### src/cpb_pkg.sv
// Shared types and constants for the clipped premultiplied pixel blender.
`timescale 1ns / 1ps

package cpb_pkg;

    localparam int COORD_BITS = 16;

    localparam logic [1:0] MODE_FILL    = 2'd0;
    localparam logic [1:0] MODE_GLYPH   = 2'd1;
    localparam logic [1:0] MODE_TEXTURE = 2'd2;

    typedef struct packed {
        logic signed [COORD_BITS-1:0] clip_x0;
        logic signed [COORD_BITS-1:0] clip_y0;
        logic signed [COORD_BITS-1:0] clip_x1;
        logic signed [COORD_BITS-1:0] clip_y1;
        logic [31:0]                  fill_color;
        logic [23:0]                  tint_color;
    } cfg_t;

    typedef struct packed {
        logic [1:0]                   mode;
        logic signed [COORD_BITS-1:0] pixel_x;
        logic signed [COORD_BITS-1:0] pixel_y;
        logic [31:0]                  dest_pixel;
        logic [31:0]                  src_value;
    } pix_in_t;

    // Source terms ready for the blend stage
    typedef struct packed {
        logic        we;
        logic [7:0]  weight;
        logic [23:0] dst;
        logic [31:0] srb;
        logic [31:0] sg;
    } src_terms_t;

endpackage

### src/clipped_premultiplied_pixel_blender.sv
// Top level: three-register pixel pipeline with stream handshakes.
`timescale 1ns / 1ps

// Per-pixel blender for a 2D engine.
// Input stream (s_*): one pixel per item with mode, coordinate, destination
// pixel and source value. Output stream (m_*): one result per input item,
// write_enable and the new destination pixel (zero when no write).
// Configuration: cfg_wr_en/cfg_index/cfg_data write the clip window, fill
// color and glyph tint; write only while no pixel is in flight.
// Pipeline: input register, source term register (clip test and color
// multiply), result register (blend multiply and adds); a pixel passes
// through them in that order and then shows on m_tvalid.
// Throughput: one item per cycle while m_tready is high; each stage holds
// one item and moves on when the stage after it is empty or moving.
// Stall: when m_tready is low, results hold and the pipeline fills; s_tready
// falls once all three registers are full.
// Reset: all stages empty, clip window zero (every pixel clipped), fill
// color zero, tint white.

module clipped_premultiplied_pixel_blender
    import cpb_pkg::*;
(
    input  logic         clk,
    input  logic         rst_n,
    input  logic         s_tvalid,
    output logic         s_tready,
    // mode[1:0], pixel_x[17:2], pixel_y[33:18], dest_pixel[65:34],
    // src_value[97:66], zero pad[103:98]
    input  logic [103:0] s_tdata,
    output logic         m_tvalid,
    input  logic         m_tready,
    // write_enable[0], pixel_out[32:1], zero pad[39:33]
    output logic [39:0]  m_tdata,
    input  logic         cfg_wr_en,
    input  logic [2:0]   cfg_index,
    input  logic [31:0]  cfg_data
);

    cfg_t       cfg;
    pix_in_t    in_next;
    pix_in_t    in_reg;
    logic       in_valid_reg;
    src_terms_t terms_next;
    src_terms_t terms_reg;
    logic       terms_valid_reg;
    logic       res_we_next;
    logic [31:0] res_pix_next;
    logic       res_we_reg;
    logic [31:0] res_pix_reg;
    logic       res_valid_reg;
    logic       res_load;
    logic       terms_load;
    logic       in_load;

    cpb_cfg u_cfg (
        .clk       (clk),
        .rst_n     (rst_n),
        .cfg_wr_en (cfg_wr_en),
        .cfg_index (cfg_index),
        .cfg_data  (cfg_data),
        .cfg       (cfg)
    );

    assign in_next.mode       = s_tdata[1:0];
    assign in_next.pixel_x    = s_tdata[17:2];
    assign in_next.pixel_y    = s_tdata[33:18];
    assign in_next.dest_pixel = s_tdata[65:34];
    assign in_next.src_value  = s_tdata[97:66];

    // A stage may load when it is empty or its item moves on this cycle
    assign res_load   = !res_valid_reg || m_tready;
    assign terms_load = !terms_valid_reg || res_load;
    assign in_load    = !in_valid_reg || terms_load;
    assign s_tready   = in_load;

    cpb_src u_src (
        .cfg   (cfg),
        .pix   (in_reg),
        .terms (terms_next)
    );

    cpb_blend u_blend (
        .terms        (terms_reg),
        .write_enable (res_we_next),
        .pixel_out    (res_pix_next)
    );

    always_ff @(posedge clk or negedge rst_n)
    begin
        if (!rst_n)
        begin
            in_valid_reg    <= 1'b0;
            terms_valid_reg <= 1'b0;
            res_valid_reg   <= 1'b0;
        end
        else
        begin
            if (in_load)
            begin
                in_valid_reg <= s_tvalid;
            end
            if (terms_load)
            begin
                terms_valid_reg <= in_valid_reg;
            end
            if (res_load)
            begin
                res_valid_reg <= terms_valid_reg;
            end
        end
    end

    always_ff @(posedge clk)
    begin
        if (in_load && s_tvalid)
        begin
            in_reg <= in_next;
        end
        if (terms_load && in_valid_reg)
        begin
            terms_reg <= terms_next;
        end
        if (res_load && terms_valid_reg)
        begin
            res_we_reg  <= res_we_next;
            res_pix_reg <= res_pix_next;
        end
    end

    assign m_tvalid = res_valid_reg;
    assign m_tdata  = {7'b0, res_pix_reg, res_we_reg};

endmodule

### src/cpb_cfg.sv
// Configuration register file: clip window, fill color and glyph tint.
`timescale 1ns / 1ps

module cpb_cfg
    import cpb_pkg::*;
(
    input  logic        clk,
    input  logic        rst_n,
    input  logic        cfg_wr_en,
    input  logic [2:0]  cfg_index,
    input  logic [31:0] cfg_data,
    output cfg_t        cfg
);

    localparam logic [2:0] REG_CLIP_X0 = 3'd0;
    localparam logic [2:0] REG_CLIP_Y0 = 3'd1;
    localparam logic [2:0] REG_CLIP_X1 = 3'd2;
    localparam logic [2:0] REG_CLIP_Y1 = 3'd3;
    localparam logic [2:0] REG_FILL    = 3'd4;
    localparam logic [2:0] REG_TINT    = 3'd5;

    cfg_t cfg_reg;
    cfg_t cfg_next;

    always_comb
    begin
        cfg_next = cfg_reg;
        if (cfg_wr_en)
        begin
            unique case (cfg_index)
                REG_CLIP_X0: cfg_next.clip_x0    = cfg_data[COORD_BITS-1:0];
                REG_CLIP_Y0: cfg_next.clip_y0    = cfg_data[COORD_BITS-1:0];
                REG_CLIP_X1: cfg_next.clip_x1    = cfg_data[COORD_BITS-1:0];
                REG_CLIP_Y1: cfg_next.clip_y1    = cfg_data[COORD_BITS-1:0];
                REG_FILL:    cfg_next.fill_color = cfg_data;
                REG_TINT:    cfg_next.tint_color = cfg_data[23:0];
                default:     cfg_next = cfg_reg;
            endcase
        end
    end

    always_ff @(posedge clk or negedge rst_n)
    begin
        if (!rst_n)
        begin
            cfg_reg.clip_x0    <= '0;
            cfg_reg.clip_y0    <= '0;
            cfg_reg.clip_x1    <= '0;
            cfg_reg.clip_y1    <= '0;
            cfg_reg.fill_color <= '0;
            cfg_reg.tint_color <= 24'hffffff;
        end
        else
        begin
            cfg_reg <= cfg_next;
        end
    end

    assign cfg = cfg_reg;

endmodule

### src/cpb_src.sv
// Clip test and per-mode source term generation (premultiplied color and weight).
`timescale 1ns / 1ps

module cpb_src
    import cpb_pkg::*;
(
    input  cfg_t       cfg,
    input  pix_in_t    pix,
    output src_terms_t terms
);

    logic        in_clip;
    logic [7:0]  factor;
    logic [7:0]  col_r;
    logic [7:0]  col_g;
    logic [7:0]  col_b;
    logic [15:0] prod_r;
    logic [15:0] prod_g;
    logic [15:0] prod_b;
    logic [31:0] mul_rb;
    logic [31:0] mul_g;
    logic [7:0]  src_alpha;

    assign in_clip = (pix.pixel_x >= cfg.clip_x0) && (pix.pixel_x < cfg.clip_x1) &&
                     (pix.pixel_y >= cfg.clip_y0) && (pix.pixel_y < cfg.clip_y1);

    // Fill uses its own alpha with the fill color, glyph uses coverage with the tint
    always_comb
    begin
        if (pix.mode == MODE_FILL)
        begin
            factor = cfg.fill_color[31:24];
            col_r  = cfg.fill_color[23:16];
            col_g  = cfg.fill_color[15:8];
            col_b  = cfg.fill_color[7:0];
        end
        else
        begin
            factor = pix.src_value[7:0];
            col_r  = cfg.tint_color[23:16];
            col_g  = cfg.tint_color[15:8];
            col_b  = cfg.tint_color[7:0];
        end
    end

    assign prod_r = ({8'h00, col_r} + 16'd1) * {8'h00, factor};
    assign prod_g = ({8'h00, col_g} + 16'd1) * {8'h00, factor};
    assign prod_b = ({8'h00, col_b} + 16'd1) * {8'h00, factor};

    assign mul_rb = {8'h00, prod_r[15:8], 8'h00, prod_b[15:8]};
    assign mul_g  = {16'h0000, prod_g[15:8], 8'h00};

    assign src_alpha = pix.src_value[31:24];

    always_comb
    begin
        terms.dst = pix.dest_pixel[23:0];
        unique case (pix.mode)
            MODE_FILL, MODE_GLYPH:
            begin
                terms.we     = in_clip && (factor != 8'h00);
                terms.weight = 8'hff - factor;
                terms.srb    = mul_rb;
                terms.sg     = mul_g;
            end
            MODE_TEXTURE:
            begin
                terms.we     = in_clip && (src_alpha != 8'h00);
                terms.weight = 8'hff - src_alpha;
                terms.srb    = pix.src_value & 32'h00ff00ff;
                terms.sg     = pix.src_value & 32'h0000ff00;
            end
            default:
            begin
                terms.we     = 1'b0;
                terms.weight = 8'h00;
                terms.srb    = '0;
                terms.sg     = '0;
            end
        endcase
    end

endmodule

### src/cpb_blend.sv
// Source-over blend of the destination with premultiplied source terms.
`timescale 1ns / 1ps

module cpb_blend
    import cpb_pkg::*;
(
    input  src_terms_t  terms,
    output logic        write_enable,
    output logic [31:0] pixel_out
);

    logic [15:0] dr_w;
    logic [15:0] dg_w;
    logic [15:0] db_w;
    logic [31:0] drb;
    logic [31:0] dg;
    logic [31:0] pix;

    assign dr_w = {8'h00, terms.dst[23:16]} * {8'h00, terms.weight};
    assign dg_w = {8'h00, terms.dst[15:8]}  * {8'h00, terms.weight};
    assign db_w = {8'h00, terms.dst[7:0]}   * {8'h00, terms.weight};

    // Carries wrap in 32 bits; they may reach the alpha byte
    assign drb = {8'h00, dr_w[15:8], 8'h00, db_w[15:8]} + terms.srb;
    assign dg  = {16'h0000, dg_w[15:8], 8'h00} + terms.sg;
    assign pix = drb + dg;

    assign write_enable = terms.we;
    assign pixel_out    = terms.we ? pix : 32'h0;

endmodule
### config.mk
export PLATFORM = sky130hd
export DESIGN_NAME = clipped_premultiplied_pixel_blender
export DESIGN_NICKNAME = d
export VERILOG_FILES = /design/src/cpb_pkg.sv /design/src/clipped_premultiplied_pixel_blender.sv /design/src/cpb_cfg.sv /design/src/cpb_src.sv /design/src/cpb_blend.sv
export SDC_FILE = /design/constraint.sdc
export NUM_CORES = 1
export LEC_CHECK = 0
export BUFFER_PORTS_ARGS = -buffer_cell sky130_fd_sc_hd__buf_2
export CORE_MARGIN = 5
export CORE_UTILIZATION = 60
export CTS_BUF_LIST = sky130_fd_sc_hd__clkbuf_8
export DETAILED_ROUTE_END_ITERATION = 7
export PLACE_DENSITY = 0.79
export SKIP_LAST_GASP = 1
export SLEW_MARGIN = 20
export SYNTH_ARGS = -nofsm -noshare
export SYNTH_HDL_FRONTEND = slang
export SYNTH_SLANG_ARGS = --single-unit
### constraint.sdc
create_clock -name clk -period 11.2 [get_ports clk]
set_clock_uncertainty 0.15 [all_clocks]
set_input_delay 2.24 -clock clk [delete_from_list [all_inputs] [get_ports clk]]
set_output_delay 2.24 -clock clk [all_outputs]
set_load 0.01 [all_outputs]
==> metrics.txt <==
status=finished clean; Buffers on Ports=between 150 and 200; Worst path top cell family by delay=adder cells; Post-Syn Instances=2521; crit path max fanout=between 40 and 50; Tmin final=8.146 ns; gp weighted congestion=around 0.95; largest net degree at the start of global routing=just over 70; Net count, final=approximately 3.3k; die span in y=roughly 220 um; Max stage delay on crit path=around 0.75 ns; clock slew at reported path FFs=0.06 ns; CTS Root Cell=clkbuf_8; Unique masters post-synth=72; share of the synthesized area in the top cell type=0.2011; Yosys reg bits=296; post-route antenna net violation count=0; overall routing resource usage=0.2484; Crit. Startpoint=in_reg[97]$_DFFE_PP_; CTS Buf Count=51; initial antenna violation count=0; VDD IR max=roughly 220 uV; startpoint types=register; vias in the first global route=roughly 19k; ANT cells=0; H-tree levels=2; Final Hold Viols=0; Peak Freq=between 100 and 150 MHz; # hold bufs at CTS=0; worst hold path type=register to register; Largest register FFs=120; crit end category=register; CP arrival=~8.5 ns; die width=217.5 um; estimated wirelength of the detail-placed design=about 45000 um; CTS tree=done; first-pass GRT wire length=about 95000 um; Final Power=~0.0083 W; syn_area_per_cell=slightly above 10 um^2; CP Buf/Inv Count=4; Synth Flop Type=edfxtp_1; grt ovf=0; crit-path cells=buf_4 > or2_2 > nand2_1 > nand2_1 > ha_1 > inv_1 > a221oi_1 > xor2_1 > nor2_1 > fa_1 > inv_1 > fa_1 > fa_1 > fa_1 > inv_1 > ha_1 > nand2_1 > a211oi_2 > a2111oi_4 > a21oi_2 > a221o_1 > or4_1 > nand3_1; final hold slack=between 0.2 and 0.3 ns; routed wire length=58310 um; Critical Path RT=~12 ns; post-synthesis sequential area ratio=0.3214; reg2reg start=in_reg[97]$_DFFE_PP_; commonest cells after routing, fill and taps aside=inv_1, ha_1, fa_1; die area=0.04731 mm^2; area leader, netlist=edfxtp_1; Util after Layout=0.6572; Resized Gates After CTS=0; area grow syn2layout=8.853%; TNS Setup=0 ns; CORE AREA=~0.043 mm^2; mapped cell area=approximately 0.026 mm^2; register area=~0.0083 mm^2; Wirelength per Cell=about 18 um; P_leak=about 13 nW; Post-synth ARST share=0.4155; DR iter-0 viols=988; Pwr per Cell Area=approximately 290 mW/mm^2; detailed-route vias per instance=around 5.7; Max transition margin=0.3820; top cells by area, synth=edfxtp_1, fa_1, ha_1; via count=~19k; max-cap violations=0; Tcrit/Tclk final=0.7274; RSZ-0062 raised after global routing=false; clock latency at the later pin of the worst-skew pair=0.63 ns; clk sinks=296; Crit Path Class=register to register; Cell Rows=76; share of cells above drive strength 1=0.1488; area of the multi-input gates=approximately 0.016 mm^2; commonest non-fill, non-tap cell in the layout=inv_1; worst hold start=in_reg[52]$_DFFE_PP_; number of flops mapped to enable cells by yosys=around 170; IO Pins=roughly 190; actual slew at the worst max-slew pin=about 0.9 ns; drt pass-1 iters=5; Residual DRC=0; Synth Warn #=0; CTS max path bufs=3; setup violators final=0; setup repair bufs after CTS=0; most frequent CP cell=fa_1; critical path's slowest cell=or2_2; Max Slew Vio Count=0; Initial Util=0.6038; fillers=3284
[routing by layer]
layer  GRT usage  share of wire  up-vias
met2      0.4389           0.50      574
met4      0.1076          0.043        0
met3     0.03901          0.056      155
li1            -              -     8643
met1      0.3028           0.40     9156
met5           0              0        -
[Yosys cell counts, types with 4 or more instances]
master	instances
inv_1	394
ha_1	284
fa_1	226
nand2_1	198
nor2_1	197
edfxtp_1	173
and2_1	126
o21ai_0	106
dfrtp_1	99
mux2_2	79
clkbuf_1	62
a21oi_1	49
xnor2_1	43
a21o_1	38
or2_2	38
xor2_1	36
mux2i_1	32
nand2b_1	28
nor2b_1	27
nand4_1	26
o21a_1	25
dfstp_2	24
nor3_1	22
nand3_1	20
buf_4	15
a211oi_1	14
o211ai_1	14
and3_1	10
a31oi_1	9
nor4_1	9
nor3b_1	8
o2111ai_1	6
a21boi_0	5
o22ai_1	5
a41o_1	4
nand4b_1	4
[worst paths after layout]
path                            cells after the start                     endpoint  slack, ns
worst min register to register                      0      terms_reg[84]$_DFFE_PP_       0.27
worst max register to register                     23  terms_reg[55]$_SDFFCE_PN0P_       3.05
min in group asynchronous                           1    u_cfg.cfg[83]$_DFFE_PN0P_       1.56
max in group asynchronous                           2         m_tvalid$_DFFE_PN0P_       8.04
worst min-delay path                                0      terms_reg[84]$_DFFE_PP_       0.27
worst max-delay path                               23  terms_reg[55]$_SDFFCE_PN0P_       3.05
[power by group]
part	leakage [nW]	internal [W]	switching (W)	total [W]
Sequential	3.13	0.00150	0.000157	0.00165
Clock	0.578	0.000483	0.000443	0.000926
Combinational	9.73	0.00240	0.00329	0.00570
Total	13.4	0.00438	0.00389	0.00828
[worst register-to-register path, stage by stage (launching register included)]
cell       delay, ns
edfxtp_1        0.32
buf_4           0.48
or2_2           0.76
nand2_1         0.12
nand2_1         0.10
ha_1            0.15
inv_1           0.07
a221oi_1        0.67
xor2_1          0.62
nor2_1          0.12
fa_1            0.52
inv_1           0.05
fa_1            0.48
fa_1            0.54
fa_1            0.56
inv_1           0.04
ha_1            0.32
nand2_1         0.12
a211oi_2        0.06
a2111oi_4       0.57
a21oi_2         0.17
a221o_1         0.42
or4_1           0.48
nand3_1         0.10
[logic make-up (layout without fill, tap and decap cells)]
group / Yosys count / count (layout) / share of synthesized area
DFF: 296 / 296 / 0.3214
other: 1 / 14 / 0.0001451
muxes: 112 / 112 / 0.04727
buffers and inverters: 481 / 668 / 0.07279
xor gates and xnor gates: 79 / 79 / 0.02678
AOI/OAI and AO/OA: 314 / 314 / 0.08059
adders and majority gates: 510 / 510 / 0.3127
and+or+nand+nor: 728 / 728 / 0.1384
[final cells by class]
class	instances	share of cell area
inverters	396	0.05285
clock buffers	52	0.02545
repair buffers	176	0.03310
multi-input cells	1757	0.5600
well taps	546	0.02429
clock inverters	44	0.009076
flip-flops and latches	296	0.2952
[stage by stage]
| stage | worst slack, ns | cell area [um^2] | std cells |
|---|---|---|---|
| 6_report | 3.054 | 28120 | 3267 |
| 5_1_grt | 2.643 | 28120 | 3267 |
| 4_1_cts | 3.156 | 28120 | 3267 |
| 3_5_place_dp | 3.251 | 27150 | 3171 |
| 3_3_place_gp | 3.367 | 27150 | 3171 |
| 2_1_floorplan | 4.254 | 25880 | 2534 |
No activity file was read; power rests on OpenSTA's default activity.
